### config.mk
export PLATFORM = sky130hd
export DESIGN_NAME = postfix_stack_evaluator_core
export DESIGN_NICKNAME = d
export VERILOG_FILES = /design/src/rtl/pse_pkg.sv /design/src/rtl/postfix_stack_evaluator_core.sv /design/src/rtl/pse_ram.sv /design/src/rtl/pse_ctrl.sv /design/src/rtl/pse_dpath.sv
export VERILOG_INCLUDE_DIRS = /design/src /design/src/rtl
export SDC_FILE = /design/constraint.sdc
export NUM_CORES = 2
export LEC_CHECK = 0
export CORE_MARGIN = 3
export CORE_UTILIZATION = 59
export CTS_CLUSTER_SIZE = 16
export DETAILED_ROUTE_END_ITERATION = 10
export DONT_BUFFER_PORTS = 1
export PLACE_DENSITY = 0.75
export SLEW_MARGIN = 20
export SYNTH_ARGS = -nofsm -noshare
export SYNTH_HDL_FRONTEND = slang
export SYNTH_SLANG_ARGS = --single-unit
### constraint.sdc
create_clock -name i_clk -period 8.4 [get_ports i_clk]
set_input_delay 1.68 -clock i_clk [delete_from_list [all_inputs] [get_ports i_clk]]
set_output_delay 1.68 -clock i_clk [all_outputs]
set_load 0.02 [all_outputs]
### src/rtl/postfix_stack_evaluator_core_assert.svh
// ----------------------------------------------------------------------------
// Postfix stack evaluator assertion macros
// Shorthand for the clocked checks used inside the evaluator's modules.
// ----------------------------------------------------------------------------
`ifndef POSTFIX_STACK_EVALUATOR_CORE_ASSERT_SVH
`define POSTFIX_STACK_EVALUATOR_CORE_ASSERT_SVH

// Consequent checked in the same cycle as the antecedent.
`define PSE_ASSERT_SAME(lbl, clk, rst_n, ante, cons, msg) \
    lbl: assert property (@(posedge clk) disable iff (!rst_n) (ante) |-> (cons)) \
        else $error(msg);

// Consequent checked in the cycle after the antecedent.
`define PSE_ASSERT_NEXT(lbl, clk, rst_n, ante, cons, msg) \
    lbl: assert property (@(posedge clk) disable iff (!rst_n) (ante) |=> (cons)) \
        else $error(msg);

`endif

### src/rtl/pse_pkg.sv
// ----------------------------------------------------------------------------
// Postfix stack evaluator package
// Sizes, character codes, status codes and controller/datapath interface types.
// ----------------------------------------------------------------------------
package pse_pkg;

    localparam int STACK_DEPTH = 8;
    localparam int CNT_W       = $clog2(STACK_DEPTH + 1);
    localparam int ADDR_W      = $clog2(STACK_DEPTH);
    localparam int WORD_W      = 32;
    localparam int SYM_W       = 8;
    localparam int DEPTH_W     = 4;
    localparam int STAT_W      = 3;
    localparam int DIV_STEPS   = WORD_W;
    localparam int STEP_W      = $clog2(DIV_STEPS);
    localparam int OUT_DATA_W  = 40;

    localparam logic [CNT_W-1:0] DEPTH_CNT = CNT_W'(STACK_DEPTH);
    localparam logic [CNT_W-1:0] TWO_CNT   = CNT_W'(2);

    localparam logic [SYM_W-1:0] CH_ZERO  = 8'h30;
    localparam logic [SYM_W-1:0] CH_NINE  = 8'h39;
    localparam logic [SYM_W-1:0] CH_PLUS  = 8'h2B;
    localparam logic [SYM_W-1:0] CH_MINUS = 8'h2D;
    localparam logic [SYM_W-1:0] CH_STAR  = 8'h2A;
    localparam logic [SYM_W-1:0] CH_SLASH = 8'h2F;

    localparam logic [STAT_W-1:0] ST_OK        = 3'd0;
    localparam logic [STAT_W-1:0] ST_OVERFLOW  = 3'd1;
    localparam logic [STAT_W-1:0] ST_UNDERFLOW = 3'd2;
    localparam logic [STAT_W-1:0] ST_DIVZERO   = 3'd3;
    localparam logic [STAT_W-1:0] ST_IGNORED   = 3'd4;

    typedef struct packed {
        logic load_in;
        logic set_ovf;
        logic push_digit;
        logic capture;
        logic exec;
        logic div_start;
        logic div_step;
        logic push_res;
        logic emit;
    } t_pse_cmd;

    typedef struct packed {
        logic is_digit;
        logic is_op;
        logic is_div;
        logic full;
        logic b_zero;
        logic div_last;
        logic out_free;
    } t_pse_sts;

    function automatic logic f_is_digit(input logic [SYM_W-1:0] sym);
        return (sym >= CH_ZERO) && (sym <= CH_NINE);
    endfunction

    function automatic logic f_is_oper(input logic [SYM_W-1:0] sym);
        return (sym == CH_PLUS) || (sym == CH_MINUS) || (sym == CH_STAR) ||
               (sym == CH_SLASH);
    endfunction

endpackage

### src/rtl/postfix_stack_evaluator_core.sv
// ----------------------------------------------------------------------------
// Postfix stack evaluator
// Evaluates a postfix expression one character per request on a bounded stack.
// ----------------------------------------------------------------------------
// Input stream: one ASCII character per request in tdata, tlast marks the last
// character of an expression. Digits are pushed, + - * / pop two operands and
// push the 32-bit result, anything else is ignored.
// Output stream: one result per input request, carrying the stack top and depth
// in tdata, the status code in tuser and the end-of-expression flag in tlast.
// Per request the controller steps through IDLE, DECODE and DONE for a digit or
// ignored character, adding READ, EXEC and PUSH for + - * and for a division by
// zero; any other division also runs the one-bit-per-cycle restoring divider
// (32 steps) in DIV between EXEC and PUSH. READ is there because the stack
// memory's read is registered: it waits for the left operand.
// Only one request is in flight; the result sits in an output register, so the
// next request is taken while a result still waits. If the receiver stalls with
// a result pending, the following request finishes its work and then waits.
// Reset (synchronous, active low) empties the stack and drops any pending result.
// ----------------------------------------------------------------------------
module postfix_stack_evaluator_core (
    input  logic        i_clk,
    input  logic        i_rst_n,

    input  logic        i_s_axis_tvalid,
    output logic        o_s_axis_tready,
    input  logic [7:0]  i_s_axis_tdata,   // [7:0] symbol
    input  logic        i_s_axis_tlast,   // expr_end

    output logic        o_m_axis_tvalid,
    input  logic        i_m_axis_tready,
    output logic [39:0] o_m_axis_tdata,   // [31:0] top_value, [35:32] stack_depth, zero fill
    output logic [2:0]  o_m_axis_tuser,   // [2:0] status
    output logic        o_m_axis_tlast    // final_result
);

    pse_pkg::t_pse_cmd                  w_cmd;
    pse_pkg::t_pse_sts                  w_sts;
    logic [pse_pkg::WORD_W-1:0]         w_top;
    logic [pse_pkg::DEPTH_W-1:0]        w_depth;
    logic [pse_pkg::STAT_W-1:0]         w_status;

    pse_ctrl u_ctrl (
        .i_clk      (i_clk),
        .i_rst_n    (i_rst_n),
        .i_in_valid (i_s_axis_tvalid),
        .o_in_ready (o_s_axis_tready),
        .i_sts      (w_sts),
        .o_cmd      (w_cmd)
    );

    pse_dpath u_dpath (
        .i_clk        (i_clk),
        .i_rst_n      (i_rst_n),
        .i_cmd        (w_cmd),
        .o_sts        (w_sts),
        .i_symbol     (i_s_axis_tdata),
        .i_end        (i_s_axis_tlast),
        .i_out_ready  (i_m_axis_tready),
        .o_out_valid  (o_m_axis_tvalid),
        .o_out_top    (w_top),
        .o_out_depth  (w_depth),
        .o_out_status (w_status),
        .o_out_final  (o_m_axis_tlast)
    );

    assign o_m_axis_tdata = {4'b0000, w_depth, w_top};
    assign o_m_axis_tuser = w_status;

endmodule

### src/rtl/pse_ram.sv
// ----------------------------------------------------------------------------
// Generic simple dual-port RAM
// One write port and one read port with registered read data.
// ----------------------------------------------------------------------------
module pse_ram #(
    parameter int WIDTH = 32,
    parameter int DEPTH = 8
) (
    input  logic                     i_clk,
    input  logic                     i_we,
    input  logic [$clog2(DEPTH)-1:0] i_waddr,
    input  logic [WIDTH-1:0]         i_wdata,
    input  logic [$clog2(DEPTH)-1:0] i_raddr,
    output logic [WIDTH-1:0]         o_rdata
);

    logic [WIDTH-1:0] r_mem [DEPTH];
    logic [WIDTH-1:0] r_rdata;

    always_ff @(posedge i_clk) begin
        if (i_we) begin
            r_mem[i_waddr] <= i_wdata;
        end
        r_rdata <= r_mem[i_raddr];
    end

    assign o_rdata = r_rdata;

endmodule

### src/rtl/pse_ctrl.sv
// ----------------------------------------------------------------------------
// Postfix stack evaluator controller
// Sequences decode, operand fetch, execution, push and result hand-off.
// ----------------------------------------------------------------------------
module pse_ctrl (
    input  logic              i_clk,
    input  logic              i_rst_n,
    input  logic              i_in_valid,
    output logic              o_in_ready,
    input  pse_pkg::t_pse_sts i_sts,
    output pse_pkg::t_pse_cmd o_cmd
);

    localparam logic [2:0] S_IDLE   = 3'd0;
    localparam logic [2:0] S_DECODE = 3'd1;
    localparam logic [2:0] S_READ   = 3'd2;
    localparam logic [2:0] S_EXEC   = 3'd3;
    localparam logic [2:0] S_DIV    = 3'd4;
    localparam logic [2:0] S_PUSH   = 3'd5;
    localparam logic [2:0] S_DONE   = 3'd6;

    logic [2:0]        r_state;
    logic [2:0]        n_state;
    pse_pkg::t_pse_cmd w_cmd;

    always_comb begin
        n_state = r_state;
        w_cmd   = '0;
        unique case (r_state)
            S_IDLE: begin
                if (i_in_valid) begin
                    w_cmd.load_in = 1'b1;
                    n_state       = S_DECODE;
                end
            end
            S_DECODE: begin
                if (i_sts.is_digit) begin
                    if (i_sts.full) begin
                        w_cmd.set_ovf = 1'b1;
                    end else begin
                        w_cmd.push_digit = 1'b1;
                    end
                    n_state = S_DONE;
                end else if (i_sts.is_op) begin
                    // The left operand read is launched here and lands in S_READ.
                    n_state = S_READ;
                end else begin
                    n_state = S_DONE;
                end
            end
            S_READ: begin
                w_cmd.capture = 1'b1;
                n_state       = S_EXEC;
            end
            S_EXEC: begin
                if (i_sts.is_div && !i_sts.b_zero) begin
                    w_cmd.div_start = 1'b1;
                    n_state         = S_DIV;
                end else begin
                    w_cmd.exec = 1'b1;
                    n_state    = S_PUSH;
                end
            end
            S_DIV: begin
                w_cmd.div_step = 1'b1;
                if (i_sts.div_last) begin
                    n_state = S_PUSH;
                end
            end
            S_PUSH: begin
                w_cmd.push_res = 1'b1;
                n_state        = S_DONE;
            end
            S_DONE: begin
                if (i_sts.out_free) begin
                    w_cmd.emit = 1'b1;
                    n_state    = S_IDLE;
                end
            end
            default: begin
                n_state = S_IDLE;
            end
        endcase
    end

    always_ff @(posedge i_clk) begin
        if (!i_rst_n) begin
            r_state <= S_IDLE;
        end else begin
            r_state <= n_state;
        end
    end

    assign o_in_ready = (r_state == S_IDLE);
    assign o_cmd      = w_cmd;

endmodule

### src/rtl/pse_dpath.sv
// ----------------------------------------------------------------------------
// Postfix stack evaluator datapath
// Stack memory, cached top, operand registers, ALU, serial divider, result register.
// ----------------------------------------------------------------------------
`include "postfix_stack_evaluator_core_assert.svh"

module pse_dpath (
    input  logic                                i_clk,
    input  logic                                i_rst_n,
    input  pse_pkg::t_pse_cmd                   i_cmd,
    output pse_pkg::t_pse_sts                   o_sts,
    input  logic [pse_pkg::SYM_W-1:0]           i_symbol,
    input  logic                                i_end,
    input  logic                                i_out_ready,
    output logic                                o_out_valid,
    output logic [pse_pkg::WORD_W-1:0]          o_out_top,
    output logic [pse_pkg::DEPTH_W-1:0]         o_out_depth,
    output logic [pse_pkg::STAT_W-1:0]          o_out_status,
    output logic                                o_out_final
);

    // Control state
    logic [pse_pkg::CNT_W-1:0]   r_count, n_count;
    logic                        r_out_valid, n_out_valid;

    // Request and operand registers
    logic [pse_pkg::SYM_W-1:0]   r_sym, n_sym;
    logic                        r_end, n_end;
    logic [pse_pkg::STAT_W-1:0]  r_status, n_status;
    logic [pse_pkg::WORD_W-1:0]  r_top, n_top;
    logic [pse_pkg::WORD_W-1:0]  r_a, n_a;
    logic [pse_pkg::WORD_W-1:0]  r_b, n_b;
    logic [pse_pkg::CNT_W-1:0]   r_base, n_base;
    logic [pse_pkg::WORD_W-1:0]  r_res, n_res;
    logic                        r_neg, n_neg;
    logic                        r_use_div, n_use_div;

    // Divider
    logic [pse_pkg::WORD_W-1:0]  r_quo, n_quo;
    logic [pse_pkg::WORD_W:0]    r_rem, n_rem;
    logic [pse_pkg::WORD_W:0]    r_den, n_den;
    logic [pse_pkg::STEP_W-1:0]  r_step, n_step;

    // Result register
    logic [pse_pkg::WORD_W-1:0]  r_out_top, n_out_top;
    logic [pse_pkg::DEPTH_W-1:0] r_out_depth, n_out_depth;
    logic [pse_pkg::STAT_W-1:0]  r_out_status, n_out_status;
    logic                        r_out_final, n_out_final;

    logic                        w_under;
    logic [pse_pkg::WORD_W-1:0]  w_right;
    logic [pse_pkg::WORD_W-1:0]  w_left;
    logic [pse_pkg::CNT_W-1:0]   w_cnt_m2;
    logic [pse_pkg::WORD_W-1:0]  w_abs_b;
    logic [pse_pkg::WORD_W-1:0]  w_prod;
    logic [pse_pkg::WORD_W+1:0]  w_rem_sh;
    logic [pse_pkg::WORD_W+1:0]  w_rem_sub;
    logic                        w_qbit;
    logic [pse_pkg::WORD_W-1:0]  w_push_val;
    logic [pse_pkg::WORD_W-1:0]  w_digit_val;
    logic [31:0]                 w_cnt_ext;
    logic                        w_out_free;

    logic                        w_we;
    logic [pse_pkg::ADDR_W-1:0]  w_waddr;
    logic [pse_pkg::WORD_W-1:0]  w_wdata;
    logic [pse_pkg::ADDR_W-1:0]  w_raddr;
    logic [pse_pkg::WORD_W-1:0]  w_rdata;

    pse_ram #(
        .WIDTH (pse_pkg::WORD_W),
        .DEPTH (pse_pkg::STACK_DEPTH)
    ) u_stack (
        .i_clk   (i_clk),
        .i_we    (w_we),
        .i_waddr (w_waddr),
        .i_wdata (w_wdata),
        .i_raddr (w_raddr),
        .o_rdata (w_rdata)
    );

    assign w_cnt_m2    = r_count - pse_pkg::TWO_CNT;
    assign w_raddr     = w_cnt_m2[pse_pkg::ADDR_W-1:0];
    assign w_under     = (r_count < pse_pkg::TWO_CNT);
    assign w_right     = (r_count != '0) ? r_top : '0;
    assign w_left      = w_under ? '0 : w_rdata;
    assign w_abs_b     = r_b[pse_pkg::WORD_W-1] ? (~r_b + 1'b1) : r_b;
    assign w_prod      = r_a * r_b;
    assign w_digit_val = pse_pkg::WORD_W'(r_sym - pse_pkg::CH_ZERO);
    assign w_push_val  = r_use_div ? (r_neg ? (~r_quo + 1'b1) : r_quo) : r_res;
    assign w_cnt_ext   = 32'(r_count);
    assign w_out_free  = !r_out_valid || i_out_ready;

    // One restoring step: shift in the next dividend bit and try the subtraction.
    assign w_rem_sh  = {r_rem, r_quo[pse_pkg::WORD_W-1]};
    assign w_rem_sub = w_rem_sh - {1'b0, r_den};
    assign w_qbit    = !w_rem_sub[pse_pkg::WORD_W+1];

    assign w_we    = i_cmd.push_digit || i_cmd.push_res;
    assign w_waddr = i_cmd.push_res ? r_base[pse_pkg::ADDR_W-1:0]
                                    : r_count[pse_pkg::ADDR_W-1:0];
    assign w_wdata = i_cmd.push_res ? w_push_val : w_digit_val;

    always_comb begin
        n_count      = r_count;
        n_out_valid  = r_out_valid;
        n_sym        = r_sym;
        n_end        = r_end;
        n_status     = r_status;
        n_top        = r_top;
        n_a          = r_a;
        n_b          = r_b;
        n_base       = r_base;
        n_res        = r_res;
        n_neg        = r_neg;
        n_use_div    = r_use_div;
        n_quo        = r_quo;
        n_rem        = r_rem;
        n_den        = r_den;
        n_step       = r_step;
        n_out_top    = r_out_top;
        n_out_depth  = r_out_depth;
        n_out_status = r_out_status;
        n_out_final  = r_out_final;

        if (i_cmd.load_in) begin
            n_sym    = i_symbol;
            n_end    = i_end;
            n_status = (pse_pkg::f_is_digit(i_symbol) || pse_pkg::f_is_oper(i_symbol))
                       ? pse_pkg::ST_OK : pse_pkg::ST_IGNORED;
        end

        if (i_cmd.set_ovf) begin
            n_status = pse_pkg::ST_OVERFLOW;
        end

        if (i_cmd.push_digit) begin
            n_top   = w_digit_val;
            n_count = r_count + 1'b1;
        end

        // Both pops happen here: the right operand is the cached top, the left one
        // comes from the memory read launched in the previous cycle.
        if (i_cmd.capture) begin
            n_a       = w_left;
            n_b       = w_right;
            n_base    = w_under ? '0 : w_cnt_m2;
            n_neg     = w_left[pse_pkg::WORD_W-1] ^ w_right[pse_pkg::WORD_W-1];
            n_use_div = 1'b0;
            if (w_under) begin
                n_status = pse_pkg::ST_UNDERFLOW;
            end else if ((r_sym == pse_pkg::CH_SLASH) && (w_right == '0)) begin
                n_status = pse_pkg::ST_DIVZERO;
            end else begin
                n_status = pse_pkg::ST_OK;
            end
        end

        if (i_cmd.exec) begin
            case (r_sym)
                pse_pkg::CH_PLUS:  n_res = r_a + r_b;
                pse_pkg::CH_MINUS: n_res = r_a - r_b;
                pse_pkg::CH_STAR:  n_res = w_prod;
                default:           n_res = '0;
            endcase
        end

        // Dividend |2a+1| and divisor |2b|; the quotient sign is applied on push.
        if (i_cmd.div_start) begin
            n_quo     = {r_a[pse_pkg::WORD_W-1] ? ~r_a[pse_pkg::WORD_W-2:0]
                                                : r_a[pse_pkg::WORD_W-2:0], 1'b1};
            n_rem     = '0;
            n_den     = {w_abs_b, 1'b0};
            n_step    = '0;
            n_use_div = 1'b1;
        end

        if (i_cmd.div_step) begin
            n_rem  = w_qbit ? w_rem_sub[pse_pkg::WORD_W:0] : w_rem_sh[pse_pkg::WORD_W:0];
            n_quo  = {r_quo[pse_pkg::WORD_W-2:0], w_qbit};
            n_step = r_step + 1'b1;
        end

        if (i_cmd.push_res) begin
            n_top   = w_push_val;
            n_count = r_base + 1'b1;
        end

        if (r_out_valid && i_out_ready) begin
            n_out_valid = 1'b0;
        end

        if (i_cmd.emit) begin
            n_out_valid  = 1'b1;
            n_out_top    = (r_count != '0) ? r_top : '0;
            n_out_depth  = w_cnt_ext[pse_pkg::DEPTH_W-1:0];
            n_out_status = r_status;
            n_out_final  = r_end;
            if (r_end) begin
                n_count = '0;
            end
        end
    end

    always_ff @(posedge i_clk) begin
        if (!i_rst_n) begin
            r_count     <= '0;
            r_out_valid <= 1'b0;
        end else begin
            r_count     <= n_count;
            r_out_valid <= n_out_valid;
        end
    end

    always_ff @(posedge i_clk) begin
        r_sym        <= n_sym;
        r_end        <= n_end;
        r_status     <= n_status;
        r_top        <= n_top;
        r_a          <= n_a;
        r_b          <= n_b;
        r_base       <= n_base;
        r_res        <= n_res;
        r_neg        <= n_neg;
        r_use_div    <= n_use_div;
        r_quo        <= n_quo;
        r_rem        <= n_rem;
        r_den        <= n_den;
        r_step       <= n_step;
        r_out_top    <= n_out_top;
        r_out_depth  <= n_out_depth;
        r_out_status <= n_out_status;
        r_out_final  <= n_out_final;
    end

    assign o_sts.is_digit = pse_pkg::f_is_digit(r_sym);
    assign o_sts.is_op    = pse_pkg::f_is_oper(r_sym);
    assign o_sts.is_div   = (r_sym == pse_pkg::CH_SLASH);
    assign o_sts.full     = (r_count == pse_pkg::DEPTH_CNT);
    assign o_sts.b_zero   = (r_b == '0);
    assign o_sts.div_last = (r_step == pse_pkg::STEP_W'(pse_pkg::DIV_STEPS - 1));
    assign o_sts.out_free = w_out_free;

    assign o_out_valid  = r_out_valid;
    assign o_out_top    = r_out_top;
    assign o_out_depth  = r_out_depth;
    assign o_out_status = r_out_status;
    assign o_out_final  = r_out_final;

    `PSE_ASSERT_SAME(a_count_range, i_clk, i_rst_n, 1'b1, r_count <= pse_pkg::DEPTH_CNT, "stack count beyond depth")
    `PSE_ASSERT_SAME(a_digit_fits, i_clk, i_rst_n, i_cmd.push_digit, r_count != pse_pkg::DEPTH_CNT, "digit pushed onto a full stack")
    `PSE_ASSERT_SAME(a_ovf_full, i_clk, i_rst_n, i_cmd.emit && (r_status == pse_pkg::ST_OVERFLOW), r_count == pse_pkg::DEPTH_CNT, "overflow reported below full depth")
    `PSE_ASSERT_NEXT(a_end_clears, i_clk, i_rst_n, i_cmd.emit && r_end, r_count == '0, "stack not cleared after end of expression")

endmodule

## Word level (Yosys, flattened, before mapping)

Memory sizes are Yosys's and may differ from the RTL's. A register that Yosys moved wholly into a read port is not among the register bits.
Index checks and enable logic that the tools add are counted.

| cells by class | value |
|---|---|
| add/subtract/negate cells | 10 |
| multipliers | 1 |
| order comparisons | 5 |
| equality and inequality tests | 19 |
| multiplexer cells | 53 |
| bitwise operators | 4 |
| reductions and logical operators | 26 |

Operators by type and width:

| operator | count |
|---|---|
| $mux 32 | 9 |
| $mux 33 | 3 |
| $pmux 32 s3 | 1 |
| $add 32x1->32 const B | 2 |
| $eq 8x6->1 const B | 8 |
| $logic_not 32->1 | 2 |
| $not 32->32 | 2 |
| $mux 31 | 2 |
| $sub 34x33->34 | 1 |
| $mux 3 | 11 |
| $add 32x32->32 | 1 |
| $mul 32x32->32 | 1 |
| $sub 32x32->32 | 1 |
| $not 31->31 | 1 |
| $pmux 3 s7 | 1 |
| $ge 8x6->1 const B | 2 |
| $le 8x6->1 const B | 2 |
| $mux 1 | 16 |
| $mux 4 | 4 |
| $mux 5 | 2 |
| $eq 3x3->1 const B | 3 |
| $logic_or 1x1->1 | 9 |
| $sub 8x6->9 const B | 1 |
| $add 4x1->4 const B | 2 |
| other kinds (18) | 31 |

| storage, ports and cells | value |
|---|---|
| bits in registers | 296 |
| bits in writable memories | 256 |
| bits of input ports | 13 |
| output and inout port bits | 46 |
| logic and storage cells | 142 |
| memories kept | 1 |

Memories:

| memory | words | bits a word | rd ports | clocked after Yosys merged registers in | write ports | line | text |
|---|---|---|---|---|---|---|---|
| u_dpath.u_stack.r_mem | 8 | 32 | 1 | 1 | 1 | pse_ram.sv:17 | `logic [WIDTH-1:0] r_mem [DEPTH];` |

## Depth between registers and ports, before layout

| logic depth | value |
|---|---|
| word-level depth | 9 |
| gate-level depth with buffers | 28 |
| gate-level depth less buffers | 26 |

## Hierarchy

Synthesis repeated with hierarchy kept, for this count alone.

| second synthesis, totals | value |
|---|---|
| cells, all modules | 3716 |
| area total of the unflattened synthesis | 43165.1 µm² |

Modules (own cells, without submodules):

| module | times used | cells each | area an instance (µm²) |
|---|---|---|---|
| pse_dpath | 1 | 3262 | 32366.0 |
| pse_ram | 1 | 415 | 10466.3 |
| pse_ctrl | 1 | 34 | 299.0 |
| postfix_stack_evaluator_core | 1 | 5 | 33.8 |

## Worst setup path after synthesis

Ideal clock, no wire load.

| timing | value |
|---|---|
| kind | register to register |
| start point | reg u_dpath.r_b[8] (netlist bit) |
| end point | reg u_dpath.r_res[31] (netlist bit) (data pin) |
| arrival | 6.995 ns |
| required time | 8.129 ns |
| slack | 1.134 ns |
| stages on the path, launching flop included | 28 |
| path buffers | 2 |
| clock period less this slack | 7.266 ns |
| path through | edfxtp_1 clkbuf_1 buf_1 nand2_1 fa_1 inv_1 fa_1 fa_1 inv_1 fa_1 inv_1 fa_1 inv_1 fa_1 inv_1 fa_1 fa_1 ha_1 a21o_1 a21o_1 a21oi_1 a21boi_0 o311ai_0 a21oi_1 nor3b_1 o21bai_1 xnor2_1 o22ai_1 |

| on the way | value |
|---|---|
| cells in the longest elaborated chain, start to end | 2 |
| elaborated cells on any way between the ends | 4 |
| those cells by class | add/sub: 2; mul: 1; mux: 1 |

RTL lines:

| element | line | text |
|---|---|---|
| from (decl) | pse_dpath.sv:32 | `logic [pse_pkg::WORD_W-1:0] r_b, n_b;` |
| from (signal assigned) | pse_dpath.sv:221 | `r_b <= n_b;` |
| $mul 32x32->32 (tied with other cells) | pse_dpath.sv:88 | `assign w_prod = r_a * r_b;` |
| $pmux 32 s3 * | pse_dpath.sv:160 | `case (r_sym)` |
| to (signal assigned) | pse_dpath.sv:223 | `r_res <= n_res;` |
| to (decl) | pse_dpath.sv:34 | `logic [pse_pkg::WORD_W-1:0] r_res, n_res;` |

Mark *: on every way between the ends. The rest lies on a longest branch, timed or not.
A chain may end at the register's enable or synchronous reset.

## Final worst setup path

| timing | value |
|---|---|
| start point | reg u_dpath.r_b[5] (netlist bit) |
| end point | reg u_dpath.r_res[31] (netlist bit) (data pin) |

The elaborated chain is that of the path after synthesis.

==> results summary <==
The run finished with clean final reports. The number of endpoints with negative hold slack in the final report came out at 0. TritonCTS built the clock tree. The number of placed I/O pins is 59. The cts-stage hold buffer count came out at 0.

The fraction of final layout cells sized beyond drive strength 1 came out at 8.49%. The setup-violating endpoint count in the final report came out at 0. The highest cell delay on the worst timing path came out at 0.71 ns. The worst register-to-register path ends at u_dpath.r_res[31]. The count of nets left with antenna violations once routing finished came out at 0. The number of setup buffers added after CTS is 0.

The register area share after synthesis came out at 40.0%. The y dimension of the die is 275 um. The total overflow left after global routing is 0. The number of antenna violations at the first check in global routing was 5. The relative slew slack came out at 23.5%. The critical path class is register to register.

The final weighted congestion in routability-driven placement is 0.978. The worst path in the final design needs a cycle of 7.91 ns, including I/O delays and setup. The synthesized netlist cell count came out at 3744. The worst reg2reg path startpoint is u_dpath.r_b[5].

The number of global-route vias before repair was 28600. The worst path meets setup with 0.492 ns of slack. The width of the die came out at 275 um. The critical path's slowest cell is sky130_fd_sc_hd__o311ai_0. Leaving out fill and tap cells, the most frequent cell in the layout is sky130_fd_sc_hd__edfxtp_1. The area growth from synthesis to layout is 7.32%. Global routing used 30.7% of the available tracks across all layers. The number of buffers inserted by port buffering came out at 0.

The path class of the lowest-slack min-delay path is register to register. The worst hold path begins at u_dpath.r_status[1]. Counting stages on the worst path, the most repeated cell is sky130_fd_sc_hd__fa_1. Along the worst hold path, the cell count comes to 0. The first-pass iteration count of the detailed router came out at 6. The top achievable clock speed came out at 0.126 GHz. For this block, the via count after detailed routing is 28100.

The final HPWL from detailed placement is 81700 um. The pin count of the biggest net entering global routing is 107. The floorplan has 98 rows.

The kind of launch point of the worst setup path is a register. The number of design rule violations left after detail routing is 0. The clock buffer count from CTS came out at 59. The routed wirelength normalized by instance count came out at 23.9 um.

The final worst clock skew came out at 0.0252 ns. The initial cell density of the core came out at 59.8%. Counting distinct cell types in the post-synthesis netlist gives 72. The total number of H-tree levels came out at 2. The final core utilization came out at 64.1%.

The cell area after synthesis is 42800 um^2. Setup repair after global routing left no endpoint under its margin. The max-slew violation count is 0. The floorplan step defined a die boundary enclosing 75800 um^2. The transition at the pin with the smallest max-transition slack came out at 1.14 ns.

The post-placement setup slack came out at 0.569 ns. The tightest hold margin came out at 0.435 ns. In the synthesized netlist the dominant register cell turns out to be sky130_fd_sc_hd__edfxtp_1. Setup total negative slack on the finished layout was measured at 0 ns. The share of synthesized flip-flops with an asynchronous set or reset came out at 0%. The setup check on the worst reg-to-reg path leaves a slack of 0.49 ns. The placeable core area came out at 71600 um^2. The number of cell instances on the worst register-to-register path came out at 24. The number of warnings issued by yosys came out at 0. The count of maximum capacitance violations is 0. The worst setup path is captured at a register. In this run the worst path has a maximum fanout of 18. The register clock-pin slew on the reported worst setup and hold paths is 0.06 ns.

The total of flip-flops plus latches after synthesis is 584. The total wire length after detailed routing is 112000 um. Clock tree synthesis found a total of 584 sinks.

The path with the worst hold slack has its endpoint at u_dpath.o_out_status[1]. The count of flip-flops with a built-in enable after synthesis came out at 543. The critical path goes through and2_1, fa_1, fa_1, fa_1, inv_1, fa_1, inv_1, fa_1, inv_1, fa_1, inv_1, fa_1, fa_1, ha_1, a21o_1, a21o_1, a21oi_1, a21boi_0, o311ai_0, a21oi_1, nor3b_1, o21bai_1, xnor2_1, o22ai_1. In the layout the commonest cells are sky130_fd_sc_hd__edfxtp_1, sky130_fd_sc_hd__inv_1, sky130_fd_sc_hd__fa_1, sky130_fd_sc_hd__nand2_1, sky130_fd_sc_hd__and2_1. Data on the critical path arrives at its endpoint at 8.26 ns. The clock insertion delay at the later pin of the skew report is 0.62 ns.

The number of design-rule violations left by the first detailed-router iteration is 2830. The buffer type at the clock tree root is sky130_fd_sc_hd__clkbuf_16. The clock tree buffer depth is 3. The via-per-instance ratio is 5.99. The global-route wire length before repair came out at 174000 um. The post-cts gate resize count is 0. The mean post-synth cell area came out at 11.4 um^2.

The data required time at the worst endpoint is 8.75 ns. Dividing the final minimum period by the clock period gives 94.1%. In the final design database the tool counted 4307 nets.
## per-layer routing
layer | vias up | track usage [%] | part of all wire, %
met5 | - | 0 | 0.012
met4 | 2 | 13.7 | 5.2
met3 | 315 | 5.20 | 9.2
met2 | 1355 | 48.1 | 46
met1 | 14000 | 42.4 | 40
li1 | 12400 | - | -
## cell families after synthesis
logic type      synth area share (%)
mux                             4.33
flops                           40.0
xor+xnor                        5.53
compound gates                  6.78
simple gates                    12.5
other cells                  0.00876
fa+ha+maj                       25.0
buf+inv                         5.83
## how the worst max path moves through the flow
stage                               from           endpoint  slack [ns]  cells past startpoint
after global routing      u_dpath.r_b[5]  u_dpath.r_res[31]        0.18                     24
after CTS                 u_dpath.r_b[5]  u_dpath.r_res[31]        0.55                     24
after detailed placement  u_dpath.r_b[5]  u_dpath.r_res[31]        0.57                     24
after global placement    u_dpath.r_b[5]  u_dpath.r_res[31]        0.56                     24
after floorplan           u_dpath.r_b[8]  u_dpath.r_res[31]        1.13                     27
final                     u_dpath.r_b[5]  u_dpath.r_res[31]        0.49                     24
## sequential cells by signal, summed over array words and instances (netlist names), 4 cells and up
name and flops:
u_dpath.o_out_top 32, u_dpath.r_rem 33, u_dpath.r_top 32, u_dpath.r_b 32, u_dpath.r_sym 8, u_dpath.r_base 4
u_dpath.r_a 32, u_dpath.o_out_depth 4, u_dpath.r_quo 32, u_dpath.r_den 32, u_dpath.r_step 5, u_dpath.u_stack.r_mem 256
u_dpath.r_res 32, u_dpath.u_stack.o_rdata 32, u_dpath.r_count 4
## worst max-delay path: cells and delay by family, from the launching register on
kind	cells	cell delay, ns
AOI/OAI and AO/OA	8	1.83
xor gates and xnor gates	1	0.17
adders and majority gates	9	4.28
buffers and inverters	4	0.22
DFF	1	0.62
and+or+nand+nor	2	0.54
## final cells by class
| cell class | count | area [um^2] |
|---|---|---|
| inverters | 445 | 1670 |
| repair buffers | 90 | 688 |
| diodes | 5 | 12.5 |
| well taps | 950 | 1190 |
| fillers | 5397 | 25700 |
| clock buffers | 79 | 1600 |
| clock inverters | 31 | 344 |
| flip-flops and latches | 584 | 17100 |
| multi-input cells | 2506 | 23300 |
## synth_stat cells (22+ instances only)
| library cell | instances | share of area (%) |
|---|---|---|
| sky130_fd_sc_hd__and2_1 | 311 | 4.5 |
| sky130_fd_sc_hd__mux2_2 | 32 | 0.84 |
| sky130_fd_sc_hd__nand3_1 | 47 | 0.55 |
| sky130_fd_sc_hd__dfxtp_1 | 41 | 1.9 |
| sky130_fd_sc_hd__xnor2_1 | 159 | 3.3 |
| sky130_fd_sc_hd__ha_1 | 198 | 5.8 |
| sky130_fd_sc_hd__nor3_1 | 24 | 0.28 |
| sky130_fd_sc_hd__mux4_2 | 64 | 3.4 |
| sky130_fd_sc_hd__clkbuf_1 | 183 | 1.6 |
| sky130_fd_sc_hd__nor2b_1 | 78 | 1.1 |
| sky130_fd_sc_hd__nand2_1 | 399 | 3.5 |
| sky130_fd_sc_hd__inv_1 | 444 | 3.9 |
| sky130_fd_sc_hd__edfxtp_1 | 543 | 38 |
| sky130_fd_sc_hd__o22ai_1 | 25 | 0.37 |
| sky130_fd_sc_hd__a211oi_1 | 22 | 0.39 |
| sky130_fd_sc_hd__a21o_1 | 36 | 0.63 |
| sky130_fd_sc_hd__a21oi_1 | 93 | 1.1 |
| sky130_fd_sc_hd__xor2_1 | 111 | 2.3 |
| sky130_fd_sc_hd__o21ai_0 | 159 | 1.9 |
| sky130_fd_sc_hd__fa_1 | 410 | 19 |
| sky130_fd_sc_hd__o31ai_1 | 29 | 0.51 |
| sky130_fd_sc_hd__nor2_1 | 93 | 0.82 |
## through the flow
step,cells,area (um^2)
floorplan,3747,42800
global placement,4575,44000
detailed placement,4575,44000
CTS,4685,45900
global route,4685,45900
finish,4690,45900
Power is left out: the tool's default activity adds up to more than one toggle a clock period on the data nets, which glitch-free logic cannot reach.
